[src/rtl/mva_pkg.sv]
// ----------------------------------------------------------------------------
// mva_pkg: shared types and constants of the vertex normal accumulator
// Item layouts, queue command format, state encodings and sizing constants.
// ----------------------------------------------------------------------------
`default_nettype none

package mva_pkg;

  // Sizing
  localparam int MAX_VERTICES = 4096;
  localparam int SUM_WIDTH    = 20;
  localparam int VIDX_W       = $clog2(MAX_VERTICES);
  localparam int POS_W        = 24;
  localparam int EDGE_W       = POS_W + 1;
  localparam int PROD_W       = 2 * EDGE_W;
  localparam int VEC_W        = 52;
  localparam int NRM_W        = 16;
  localparam int FRAC_W       = 14;
  localparam int ONE_Q14      = 1 << FRAC_W;
  localparam int QDEPTH       = 2;

  // Input kinds
  localparam logic [1:0] KIND_WPOS = 2'd0;
  localparam logic [1:0] KIND_TRI  = 2'd1;
  localparam logic [1:0] KIND_READ = 2'd2;
  localparam logic [1:0] KIND_QUAD = 2'd3;

  typedef struct packed {
    logic [1:0]               kind;
    logic [11:0]              vertex_a;
    logic [11:0]              vertex_b;
    logic [11:0]              vertex_c;
    logic [11:0]              vertex_d;
    logic signed [POS_W-1:0]  pos_x;
    logic signed [POS_W-1:0]  pos_y;
    logic signed [POS_W-1:0]  pos_z;
  } in_item_t;

  typedef struct packed {
    logic signed [NRM_W-1:0] normal_x;
    logic signed [NRM_W-1:0] normal_y;
    logic signed [NRM_W-1:0] normal_z;
    logic                    zero_normal;
  } out_item_t;

  // Commands passed from front to back
  typedef enum logic [1:0] {
    OP_WPOS,
    OP_TRI,
    OP_READ,
    OP_READ_ZERO
  } op_e;

  typedef struct packed {
    op_e                     op;
    logic [VIDX_W-1:0]       va;
    logic [VIDX_W-1:0]       vb;
    logic [VIDX_W-1:0]       vc;
    logic signed [POS_W-1:0] px;
    logic signed [POS_W-1:0] py;
    logic signed [POS_W-1:0] pz;
  } cmd_t;

  // Back status seen by the front
  typedef struct packed {
    logic init_done;
    logic pop;
  } bk_stat_t;

  typedef enum logic [3:0] {
    B_CLEAR,
    B_IDLE,
    B_WPOS,
    B_RDA,
    B_RDB,
    B_RDC,
    B_RDW,
    B_EDGE,
    B_MUL,
    B_RDS,
    B_RDSW,
    B_NGO,
    B_NWAIT,
    B_ACCR,
    B_ACCW,
    B_OUTZ
  } bstate_e;

  typedef enum logic [2:0] {
    N_IDLE,
    N_SHIFT,
    N_SQ,
    N_SQRT,
    N_DLD,
    N_DIV,
    N_DONE
  } nstate_e;

endpackage

`default_nettype wire

[src/rtl/mva_front.sv]
// ----------------------------------------------------------------------------
// mva_front: item intake and command queue
// Range-checks each item, splits quads into two triangles and queues the
// resulting commands for the back end.
// ----------------------------------------------------------------------------
`default_nettype none

module mva_front (
  input  logic               clk_i,
  input  logic               rst_ni,
  input  logic               start,
  output logic               busy_o,
  input  mva_pkg::in_item_t  item_i,
  input  mva_pkg::bk_stat_t  stat_i,
  output mva_pkg::cmd_t      cmd_o,
  output logic               cmd_valid_o
);

  import mva_pkg::*;

  localparam int PTR_W = (QDEPTH > 1) ? $clog2(QDEPTH) : 1;
  localparam int CNT_W = $clog2(QDEPTH + 1);

  cmd_t              fifo_q [QDEPTH];
  logic [PTR_W-1:0]  wr_ptr_q, rd_ptr_q;
  logic [CNT_W-1:0]  cnt_q;
  logic              pend_q, pend_d;
  cmd_t              pend_cmd_q;

  cmd_t first_cmd, second_cmd, new_cmd, push_cmd;
  logic first_ok, second_ok, new_push, new_pend;
  logic full, accept, push, pop;

  function automatic logic in_range(logic [11:0] v);
    return {20'd0, v} < 32'(MAX_VERTICES);
  endfunction

  // Classify the incoming item
  always_comb begin
    first_cmd    = '0;
    first_cmd.op = OP_TRI;
    first_cmd.va = VIDX_W'(item_i.vertex_a);
    first_cmd.vb = VIDX_W'(item_i.vertex_b);
    first_cmd.vc = VIDX_W'(item_i.vertex_c);
    first_cmd.px = item_i.pos_x;
    first_cmd.py = item_i.pos_y;
    first_cmd.pz = item_i.pos_z;
    second_cmd    = first_cmd;
    second_cmd.vb = VIDX_W'(item_i.vertex_c);
    second_cmd.vc = VIDX_W'(item_i.vertex_d);
    first_ok  = 1'b0;
    second_ok = 1'b0;
    unique case (item_i.kind)
      KIND_WPOS: begin
        first_cmd.op = OP_WPOS;
        first_ok     = in_range(item_i.vertex_a);
      end
      KIND_TRI: begin
        first_ok = in_range(item_i.vertex_a) && in_range(item_i.vertex_b) &&
                   in_range(item_i.vertex_c);
      end
      KIND_READ: begin
        first_cmd.op = in_range(item_i.vertex_a) ? OP_READ : OP_READ_ZERO;
        first_ok     = 1'b1;
      end
      KIND_QUAD: begin
        first_ok  = in_range(item_i.vertex_a) && in_range(item_i.vertex_b) &&
                    in_range(item_i.vertex_c);
        second_ok = in_range(item_i.vertex_a) && in_range(item_i.vertex_c) &&
                    in_range(item_i.vertex_d);
      end
      default: ;
    endcase
    new_push = first_ok || second_ok;
    new_cmd  = first_ok ? first_cmd : second_cmd;
    new_pend = first_ok && second_ok;
  end

  // Queue control
  always_comb begin
    full     = (cnt_q == CNT_W'(QDEPTH));
    busy_o   = !stat_i.init_done || pend_q || full;
    accept   = start && !busy_o;
    push     = accept ? new_push : (pend_q && !full);
    push_cmd = accept ? new_cmd : pend_cmd_q;
    pop      = stat_i.pop;
    pend_d   = pend_q;
    if (accept) begin
      pend_d = new_pend;
    end else if (pend_q && !full) begin
      pend_d = 1'b0;
    end
    cmd_o       = fifo_q[rd_ptr_q];
    cmd_valid_o = (cnt_q != '0);
  end

  always_ff @(posedge clk_i or negedge rst_ni) begin
    if (!rst_ni) begin
      wr_ptr_q <= '0;
      rd_ptr_q <= '0;
      cnt_q    <= '0;
      pend_q   <= 1'b0;
    end else begin
      pend_q <= pend_d;
      if (push) begin
        wr_ptr_q <= (wr_ptr_q == PTR_W'(QDEPTH - 1)) ? '0 : wr_ptr_q + PTR_W'(1);
      end
      if (pop) begin
        rd_ptr_q <= (rd_ptr_q == PTR_W'(QDEPTH - 1)) ? '0 : rd_ptr_q + PTR_W'(1);
      end
      if (push && !pop) begin
        cnt_q <= cnt_q + CNT_W'(1);
      end else if (pop && !push) begin
        cnt_q <= cnt_q - CNT_W'(1);
      end
    end
  end

  // Queue storage and held second half of a quad
  always_ff @(posedge clk_i) begin
    if (push) begin
      fifo_q[wr_ptr_q] <= push_cmd;
    end
    if (accept && new_pend) begin
      pend_cmd_q <= second_cmd;
    end
  end

endmodule

`default_nettype wire

[config.mk]
export PLATFORM = sky130hd
export DESIGN_NAME = mva_front
export DESIGN_NICKNAME = d
export VERILOG_FILES = /design/src/rtl/mva_pkg.sv /design/src/rtl/mva_front.sv
export SDC_FILE = /design/constraint.sdc
export NUM_CORES = 1
export LEC_CHECK = 0
export ABC_AREA = 0
export BUFFER_PORTS_ARGS = -buffer_cell sky130_fd_sc_hd__buf_2
export CELL_PAD_IN_SITES_DETAIL_PLACEMENT = 1
export CELL_PAD_IN_SITES_GLOBAL_PLACEMENT = 2
export CORE_MARGIN = 5
export CORE_UTILIZATION = 38
export DETAILED_ROUTE_END_ITERATION = 7
export GPL_ROUTABILITY_DRIVEN = 0
export PLACE_DENSITY_LB_ADDON = 0.2
export SETUP_SLACK_MARGIN = 0.05
export SYNTH_ARGS = -nofsm -noshare
export SYNTH_HDL_FRONTEND = slang
export SYNTH_SLANG_ARGS = --single-unit
[constraint.sdc]
create_clock -name clk_i -period 8 [get_ports clk_i]
set_clock_uncertainty 0.05 [all_clocks]
set_input_delay 0 -clock clk_i [delete_from_list [all_inputs] [get_ports clk_i]]
set_output_delay 0 -clock clk_i [all_outputs]
set_load 0.1 [all_outputs]
==> results of run 1 <==
## worst reg2reg max path, cell delays in order (launching register included)
cell      delay (ns)
dfrtp_1         0.43
nand2b_1        0.21
nand4b_4        0.11
buf_4           0.45
nor2_4          0.21
buf_4           0.66
buf_4           0.73
## per-stage QoR
stage / util / instances / setup WS, ns / instance area (sq um) / total power [mW]
finish: 0.506 / 1455 / 4.75 / 17100 / 6.64
global route: 0.506 / 1455 / 4.47 / 17100 / 6.88
CTS: 0.506 / 1454 / 4.58 / 17100 / 6.74
detailed placement: 0.437 / 1268 / 4.60 / 14700 / 5.11
global placement: 0.437 / 1268 / 4.68 / 14700 / 5.07
floorplan: - / 598 / 1.87 / 13000 / 4.66
## cell usage after synthesis
library cell / number
mux2_2: 142
and2_1: 1
ha_1: 1
a21oi_1: 1
nand3b_1: 1
edfxtp_1: 328
nor2_1: 3
or2_2: 2
buf_2: 12
nor3b_1: 1
clkbuf_1: 3
xnor2_1: 1
nand2_1: 2
mux2_4: 76
buf_6: 9
dfrtp_1: 5
inv_1: 1
o21ai_0: 1
nor2b_1: 1
nand4b_2: 1
nor3_1: 1
xor2_1: 4
nand2b_1: 1
## metal layers
layer | share of wire | vias up
met5 | 0 | -
met4 | 0.015 | 0
met3 | 0.046 | 33
met2 | 0.53 | 172
met1 | 0.41 | 3399
li1 | - | 3144
## cell usage in the layout, fill, tap and decap left out, types with 2 or more instances in the layout
master         netlist  final
nor2_1               3      2
or2_2                2      2
buf_2               12    238
nand2_1              2      2
clkbuf_1             3      7
clkinv_1             0     11
edfxtp_1           328    328
dlygate4sd3_1        0    125
xor2_1               4      4
dfrtp_1              5      4
buf_4                0      8
mux2_2             142    142
inv_6                0      2
mux2_4              76     76
clkbuf_16            0     39
## area by class of cell
| type | count | area, sq um | area share |
|---|---|---|---|
| Sequential cell | 333 | 9980 | 0.585 |
| Tap cell | 448 | 561 | 0.0328 |
| Clock buffer | 46 | 1000 | 0.0587 |
| Timing Repair Buffer | 371 | 2500 | 0.147 |
| Antenna cell | 1 | 2.50 | 0.000147 |
| Clock inverter | 15 | 93.8 | 0.00550 |
| Multi-Input combinational cell | 240 | 2920 | 0.171 |
| Inverter | 1 | 3.75 | 0.000220 |
## final timing paths
kind / slack [ns] / depth (start not counted) / endpoint
max: 4.75 / 6 / pend_cmd_q[57]
min: 0.04 / 4 / wr_ptr_q
max reg2reg: 4.75 / 6 / pend_cmd_q[57]
min reg2reg: 0.48 / 1 / cnt_q[1]
max in group asynchronous: 7.31 / 3 / rd_ptr_q
min in group asynchronous: 0.36 / 3 / rd_ptr_q
## power by group through the flow
stage | registers, mW | clock network [mW] | logic [mW]
floorplan | 2.29 | 0 | 2.36
global route | 2.35 | 1.68 | 2.85
finish | 2.33 | 1.55 | 2.76
CTS | 2.33 | 1.61 | 2.80
detailed placement | 2.37 | 0 | 2.74
global placement | 2.35 | 0 | 2.72
## cell families (layout without fill, tap and decap cells)
logic type	after synthesis	count (layout)	share of synthesized area
adder cells (fa/ha/maj)	1	1	0.000959
AND/OR/NAND/NOR	14	14	0.00652
multiplexers	218	218	0.210
flip-flops	333	333	0.765
other	0	1	0
XOR/XNOR	5	5	0.00336
AO/OA/AOI/OAI	2	2	0.000767
buffers and inverters	25	433	0.0135
## registers in the layout, summed over array words and instances (netlist names)
register    flops
fifo_q        220
pend_cmd_q    108
cnt_q           2
pend_q          1
rd_ptr_q        1
wr_ptr_q        1
==> results.sh, run 1 <==
export IMPL_cts_root_buffer="clkbuf_16"
export IMPL_setup_tns_ns=0
export IMPL_worstSetupStartpointType="flop"
export IMPL_synth_nets=726
export IMPL_setup_viol=0
export IMPL_cp_common_cell="buf_4"
export IMPL_slew_headroom=0.227
export IMPL_die_width_um=195
export IMPL_max_stage_delay_ns=0.71
export IMPL_ios=239
export IMPL_hold_class="input port to flop"
export IMPL_status="finished, final reports clean"
export IMPL_yosysUniqueCellTypes=23
export IMPL_cts_tree="done"
export IMPL_postCtsResizedCells=0
export IMPL_rows=67
export IMPL_port_buffers=238
export IMPL_cts_sinks=333
export IMPL_use_met1=0.179
export IMPL_cap_violations=0
export IMPL_crit_family="buffers and inverters"
export IMPL_regToRegStartpoint="cnt_q[0]"
export IMPL_path_buf_inv=3
export IMPL_fillers=3190
export IMPL_hold_viol=0
export IMPL_route_detailed_drc=0
export IMPL_max_clock_freq_ghz=0.307
export IMPL_cp_cell_sequence="nand2b_1 > nand4b_4 > buf_4 > nor2_4 > buf_4 > buf_4"
export IMPL_holdCritStartpoint="stat_i[1]"
export IMPL_grt_pass1_wl_um=44100
export IMPL_ir_worst_vdd_mv=0.264
export IMPL_drt_iter0_drc=158
export IMPL_yosysTopAreaCellShare=0.755
export IMPL_overflow=0
export IMPL_clock_latency_ns=0.50
export IMPL_yosys_warnings=0
export IMPL_fin_crit_sh=0.407
export IMPL_postCtsSetupBuffers=0
export IMPL_avgViaCountPerCell=4.64
export IMPL_dp_hpwl_um=18000
export IMPL_dr_total_vias=6748
export IMPL_cts_buffer_depth=3
export IMPL_grt_busiest_layer="met2"
export IMPL_htree_levels=2
export IMPL_die_h_um=195
export IMPL_grt_pass1_vias=7824
export IMPL_netSwitchingPower_mw=2.93
export IMPL_cp_slowest_cell="buf_4"
export IMPL_wl_per_cell_um=19.7
export IMPL_grt_max_degree=78
export IMPL_antenna_found_initial=1
export IMPL_die_area_sq_mm=0.0381
export IMPL_ys_seq_elements=333
export IMPL_pwr_share_seq=0.350
export IMPL_fp_coreArea_sq_mm=0.0337
export IMPL_area_delta_synth_final_pct=30.8
export IMPL_synth_seq_area_share=0.765
export IMPL_crit_fanout=66
export IMPL_worst_setup_path_end_kind="flop"
export IMPL_cellPowerDensity_mw_per_mm2=389
export IMPL_wirelength_um=28700
export IMPL_detail_route_first_pass_iterations=4
export IMPL_synth_area_leaders="edfxtp_1, mux2_2, mux2_4, dfrtp_1, buf_6"
export IMPL_crit_type="flop to flop"
export IMPL_period_needed_ns=3.25
export IMPL_ant_nets=0
export IMPL_power_leakage_nw=6.42
export IMPL_p_comb_frac=0.416
export IMPL_pwr_share_clk=0.234
export IMPL_cp_arrival_ns=3.34
export IMPL_final_nets=1112
export IMPL_tightest_slew_ns=1.16
export IMPL_clkTransAtPathRegs_ns=0.06
export IMPL_grt_usage=0.146
export IMPL_synth_area_sq_mm=0.0130
export IMPL_synth_cells=598
export IMPL_cp_required_ns=8.08
export IMPL_p_int_mw=3.71
export IMPL_cts_buffers=37
export IMPL_rsz0062_at_grt="false"
export IMPL_grtUsageMet3=0.0284
export IMPL_whs_ns=0.0391
export IMPL_start_util=0.387
export IMPL_switching_share=0.441
export IMPL_slew_violations=0
export IMPL_avgSynthCellArea_sq_um=21.8
export IMPL_gr_usage_met2=0.266
export IMPL_drive_gt1_frac=0.511
export IMPL_critPathLaunch="cnt_q[0]"
export IMPL_yosysTopAreaCell="edfxtp_1"
export IMPL_hold_buffers=125
(Power assumes the default switching activity.)
==> run 2, diff against run 1 <==
==> constraint.sdc (replaced) <==
create_clock -name clk_i -period 2.7 [get_ports clk_i]
set_clock_uncertainty 0.05 [all_clocks]
set_input_delay 0 -clock clk_i [delete_from_list [all_inputs] [get_ports clk_i]]
set_output_delay 0 -clock clk_i [all_outputs]
set_load 0.1 [all_outputs]
==> results.sh, run 2 (synthesis results as in run 1) <==
export IMPL_cp_arrival_ns=2.00
export IMPL_fin_crit_sh=0.761
export IMPL_ant_nets=0
export IMPL_instances_no_fill=1464
export IMPL_dp_hpwl_um=17800
export IMPL_cellPowerDensity_mw_per_mm2=1150
export IMPL_rows=67
export IMPL_ir_worst_vdd_mv=0.715
export IMPL_grt_usage=0.146
export IMPL_power_leakage_nw=6.49
export IMPL_max_clock_freq_ghz=0.487
export IMPL_clkTransAtPathRegs_ns=0.05
export IMPL_wl_per_cell_um=19.4
export IMPL_power_mw=19.8
export IMPL_tightest_slew_ns=0.546
export IMPL_drt_iter0_drc=268
export IMPL_hold_viol=0
export IMPL_route_detailed_drc=0
export IMPL_cp_cell_sequence="buf_12 > mux2_2 > buf_2"
export IMPL_grt_max_degree=84
export IMPL_cts_buffers=37
export IMPL_crit_type="flop to output port"
export IMPL_htree_levels=2
export IMPL_cts_root_buffer="clkbuf_16"
export IMPL_largest_reg_flops=220
export IMPL_grt_pass1_wl_um=44100
export IMPL_dp_cells=1273
export IMPL_period_needed_ns=2.05
export IMPL_overflow=0
export IMPL_final_nets=1117
export IMPL_fp_coreArea_sq_mm=0.0337
export IMPL_crit_family="buffers and inverters"
export IMPL_die_h_um=195
export IMPL_layout_common_cells="edfxtp_1, buf_2, mux2_2, dlygate4sd3_1, mux2_4"
export IMPL_cts_sinks=333
export IMPL_fillers=3123
export IMPL_clock_latency_ns=0.50
export IMPL_worst_setup_path_end_kind="output port"
export IMPL_worstSetupStartpointType="flop"
export IMPL_start_util=0.387
export IMPL_die_width_um=195
export IMPL_rsz0062_at_grt="false"
export IMPL_ios=239
export IMPL_regArea_sq_mm=0.00998
export IMPL_cts_tree="done"
export IMPL_avgViaCountPerCell=4.65
export IMPL_die_area_sq_mm=0.0381
export IMPL_mostFrequentLayoutCell="edfxtp_1"
export IMPL_top_regs="fifo_q x220, pend_cmd_q x108, cnt_q x2"
export IMPL_finalWorstSetupSlack_ns=0.645
export IMPL_postCtsResizedCells=0
export IMPL_wirelength_um=28400
export IMPL_multiInputGateArea_sq_mm=0.00293
export IMPL_regMostFlops="fifo_q"
export IMPL_grt_pass1_vias=7851
export IMPL_cts_buffer_depth=3
export IMPL_insertedDiodeCount=0
export IMPL_slew_headroom=0.639
export IMPL_hold_class="input port to flop"
export IMPL_antenna_found_initial=0
export IMPL_cp_slowest_cell="dfrtp_4"
export IMPL_setup_viol=0
export IMPL_status="finished, final reports clean"
export IMPL_detail_route_first_pass_iterations=4
export IMPL_setup_tns_ns=0
export IMPL_crit_fanout=56
export IMPL_port_buffers=238
export IMPL_cap_violations=0
export IMPL_cp_required_ns=2.65
export IMPL_slew_violations=0
export IMPL_area_delta_synth_final_pct=32.2
export IMPL_drive_gt1_frac=0.516
export IMPL_path_buf_inv=2
export IMPL_dr_total_vias=6811
export IMPL_dp_worst_setup_slack_ns=0.664
export IMPL_max_stage_delay_ns=0.44
[run 2: final timing paths]
kind,slack (ns),depth (start not counted),endpoint,start
worst max-delay path,0.65,3,cmd_o[43],rd_ptr_q
worst min-delay path,0.06,4,wr_ptr_q,start
worst max register to register,0.68,4,fifo_q[0][29],cnt_q[0]
worst min register to register,0.47,1,cnt_q[1],cnt_q[1]
max in group asynchronous,1.99,3,rd_ptr_q,rst_ni
min in group asynchronous,0.38,3,cnt_q[1],rst_ni
[run 2: area by class of cell]
cell class              count  share of cell area
flip-flops and latches    333               0.579
multi-input cells         240               0.170
repair buffers            376               0.154
clock buffers              48              0.0586
well taps                 448              0.0325
clock inverters            18             0.00617
inverters                   1            0.000218
[run 2: worst reg2reg max path: cells and delay by family, from the launching register on]
family                 cells  cell delay, ns
DFF                        1            0.45
buffers and inverters      1            0.41
and+or+nand+nor            2            0.41
muxes                      1            0.45
[run 2: metal layers]
| layer | global-route usage | wire [um] | vias to the layer above |
|---|---|---|---|
| met5 | 0 | 0 | - |
| met4 | 0.0393 | 585 | 0 |
| met3 | 0.0315 | 1350 | 36 |
| met2 | 0.268 | 14900 | 171 |
| met1 | 0.173 | 11600 | 3443 |
| li1 | - | - | 3161 |
[run 2: per-stage QoR]
stage | hold WS, ns | util | instance area, sq um
floorplan | -0.346 | - | 13100
global placement | -0.223 | 0.441 | 14900
detailed placement | -0.220 | 0.441 | 14900
CTS | 0.0275 | 0.512 | 17200
global route | 0.0930 | 0.512 | 17200
finish | 0.0569 | 0.512 | 17200
[run 2: report_power, final]
| part | internal, mW | total [mW] | switching, mW |
|---|---|---|---|
| sequential | 6.51 | 6.68 | 0.168 |
| clock | 2.72 | 4.61 | 1.89 |
| combinational | 1.87 | 8.50 | 6.63 |
[run 2: timing repair]
action,4_1_cts,5_1_grt
hold buffers,125,0
hold endpoints to repair,336,0
buffers inserted,0,0
==> run 3, diff against run 2 <==
==> constraint.sdc (replaced) <==
create_clock -name clk_i -period 1.8 [get_ports clk_i]
set_clock_uncertainty 0.05 [all_clocks]
set_input_delay 0 -clock clk_i [delete_from_list [all_inputs] [get_ports clk_i]]
set_output_delay 0 -clock clk_i [all_outputs]
set_load 0.1 [all_outputs]
==> results.sh, run 3 (synthesis results as in run 1) <==
export IMPL_status="complete, but fails checks"
export IMPL_violations="negative setup slack"
export IMPL_area_delta_synth_final_pct=47.6
export IMPL_avgViaCountPerCell=4.73
export IMPL_drt_iter0_drc=235
export IMPL_dp_worst_setup_slack_ns=-0.0435
export IMPL_p_int_mw=19.4
export IMPL_cp_arrival_ns=1.89
export IMPL_cts_sinks=333
export IMPL_detail_route_first_pass_iterations=5
export IMPL_placed_area_sq_mm=0.0152
export IMPL_ant_nets=0
export IMPL_dr_total_vias=7180
export IMPL_fin_crit_sh=1.08
export IMPL_max_clock_freq_ghz=0.515
export IMPL_grt_usage=0.159
export IMPL_die_h_um=195
export IMPL_antenna_found_initial=1
export IMPL_regMostFlops="fifo_q"
export IMPL_fillers=3000
export IMPL_grt_pass1_wl_um=46800
export IMPL_slew_headroom=0.668
export IMPL_fp_coreArea_sq_mm=0.0337
export IMPL_clock_latency_ns=0.52
export IMPL_wl_per_cell_um=22.3
export IMPL_pwr_share_seq=0.299
export IMPL_pwr_share_clk=0.204
export IMPL_dp_hpwl_um=19500
export IMPL_layout_common_cells="edfxtp_1, mux2_2, dlygate4sd3_1, buf_2, mux2_4"
export IMPL_final_area_sq_mm=0.0193
export IMPL_crit_fanout=8
export IMPL_start_util=0.387
export IMPL_grt_max_degree=59
export IMPL_largest_reg_flops=220
export IMPL_setup_viol=105
export IMPL_period_needed_ns=1.94
export IMPL_hold_viol=0
export IMPL_ir_worst_vdd_mv=1.21
export IMPL_ios=239
export IMPL_worst_setup_path_end_kind="output port"
export IMPL_hold_class="input port to flop"
export IMPL_cts_root_buffer="clkbuf_16"
export IMPL_worstSetupStartpointType="flop"
export IMPL_finalWorstSetupSlack_ns=-0.141
export IMPL_die_area_sq_mm=0.0381
export IMPL_cts_tree="done"
export IMPL_top_regs="fifo_q x220, pend_cmd_q x108, cnt_q x2"
export IMPL_power_leakage_nw=7.36
export IMPL_netSwitchingPower_mw=14.1
export IMPL_cellPowerDensity_mw_per_mm2=1740
export IMPL_cts_buffers=37
export IMPL_grt_pass1_vias=7997
export IMPL_cts_buffer_depth=3
export IMPL_die_width_um=195
export IMPL_switching_share=0.421
export IMPL_mostFrequentLayoutCell="edfxtp_1"
export IMPL_wirelength_um=33900
export IMPL_drive_gt1_frac=0.542
export IMPL_port_buffers=238
export IMPL_cap_violations=0
export IMPL_htree_levels=2
export IMPL_setup_tns_ns=-11.43
export IMPL_p_comb_frac=0.497
export IMPL_final_nets=1171
export IMPL_cp_required_ns=1.75
export IMPL_tightest_slew_ns=0.501
export IMPL_overflow=0
export IMPL_route_detailed_drc=0
export IMPL_clkTransAtPathRegs_ns=0.06
export IMPL_rows=67
export IMPL_rsz0062_at_grt="true"
export IMPL_slew_violations=0
export IMPL_crit_type="flop to output port"
export IMPL_power_mw=33.5
## run 3: cell types whose count changed in the layout (fill, tap and decap cells not counted), moves of 2 or more
cell	change
mux2_4	+13
buf_16	+8
buf_12	+45
dlygate4sd3_1	+2
buf_2	-111
clkinv_1	-4
clkinv_8	+2
clkbuf_1	+3
clkbuf_16	+8
buf_4	+12
buf_6	+73
mux2_2	-13
buf_8	+16
## run 3: power groups by stage
| stage | Clock (mW) | Combinational, mW | Sequential (mW) |
|---|---|---|---|
| after global placement | 0 | 13.1 | 10.2 |
| after global routing | 7.38 | 17.1 | 10.1 |
| after detailed placement | 0 | 13.2 | 10.2 |
| after floorplan | 0 | 10.5 | 10.1 |
| final | 6.83 | 16.7 | 10.0 |
| after CTS | 7.05 | 14.8 | 10.0 |
## run 3: final cells by class
class                   count  area (sq um)  area share
flip-flops and latches    333          9980       0.518
repair buffers            430          4620       0.240
multi-input cells         240          3000       0.156
clock buffers              50           996      0.0517
well taps                 448           561      0.0291
clock inverters            16          97.6     0.00507
inverters                   1          3.75    0.000195
diodes                      1          2.50    0.000130
## run 3: metrics by stage
step | cells | utilization | hold slack, ns
3_5_place_dp | 1289 | 0.451 | -0.214
3_3_place_gp | 1289 | 0.451 | -0.223
6_report | 1519 | 0.571 | 0.139
2_1_floorplan | 598 | - | -0.346
4_1_cts | 1495 | 0.545 | 0.109
5_1_grt | 1519 | 0.571 | 0.115
## run 3: routing by layer
metal  track usage  part of all wire
met2         0.287              0.53
met3        0.0322             0.043
met4        0.0434             0.019
met5             0                 0
met1         0.193              0.41
## run 3: worst paths after layout
kind / to / start / slack [ns] / cells after the start
max in group asynchronous: rd_ptr_q / rst_ni / 1.08 / 3
worst min-delay path: pend_cmd_q[83] / item_i[83] / 0.14 / 2
min in group asynchronous: cnt_q[1] / rst_ni / 0.39 / 3
worst min register to register: fifo_q[1][56] / pend_cmd_q[56] / 0.49 / 1
worst max register to register: fifo_q[0][59] / cnt_q[1] / 0.05 / 6
worst max-delay path: cmd_o[12] / rd_ptr_q / -0.14 / 4
## run 3: what timing repair did
action,4_1_cts,5_1_grt
hold endpoints to repair,337,0
pin swaps,3,3
gates resized for setup,180,135
cloned,6,13
hold buffers,127,0
buffers inserted,7,11
endpoints found under the setup margin,445,323
## run 3: worst max-delay path, cell delays in order (launching register included)
cell	delay, ns
dfrtp_4	0.45
buf_12	0.17
clkbuf_16	0.19
mux2_2	0.36
buf_6	0.19
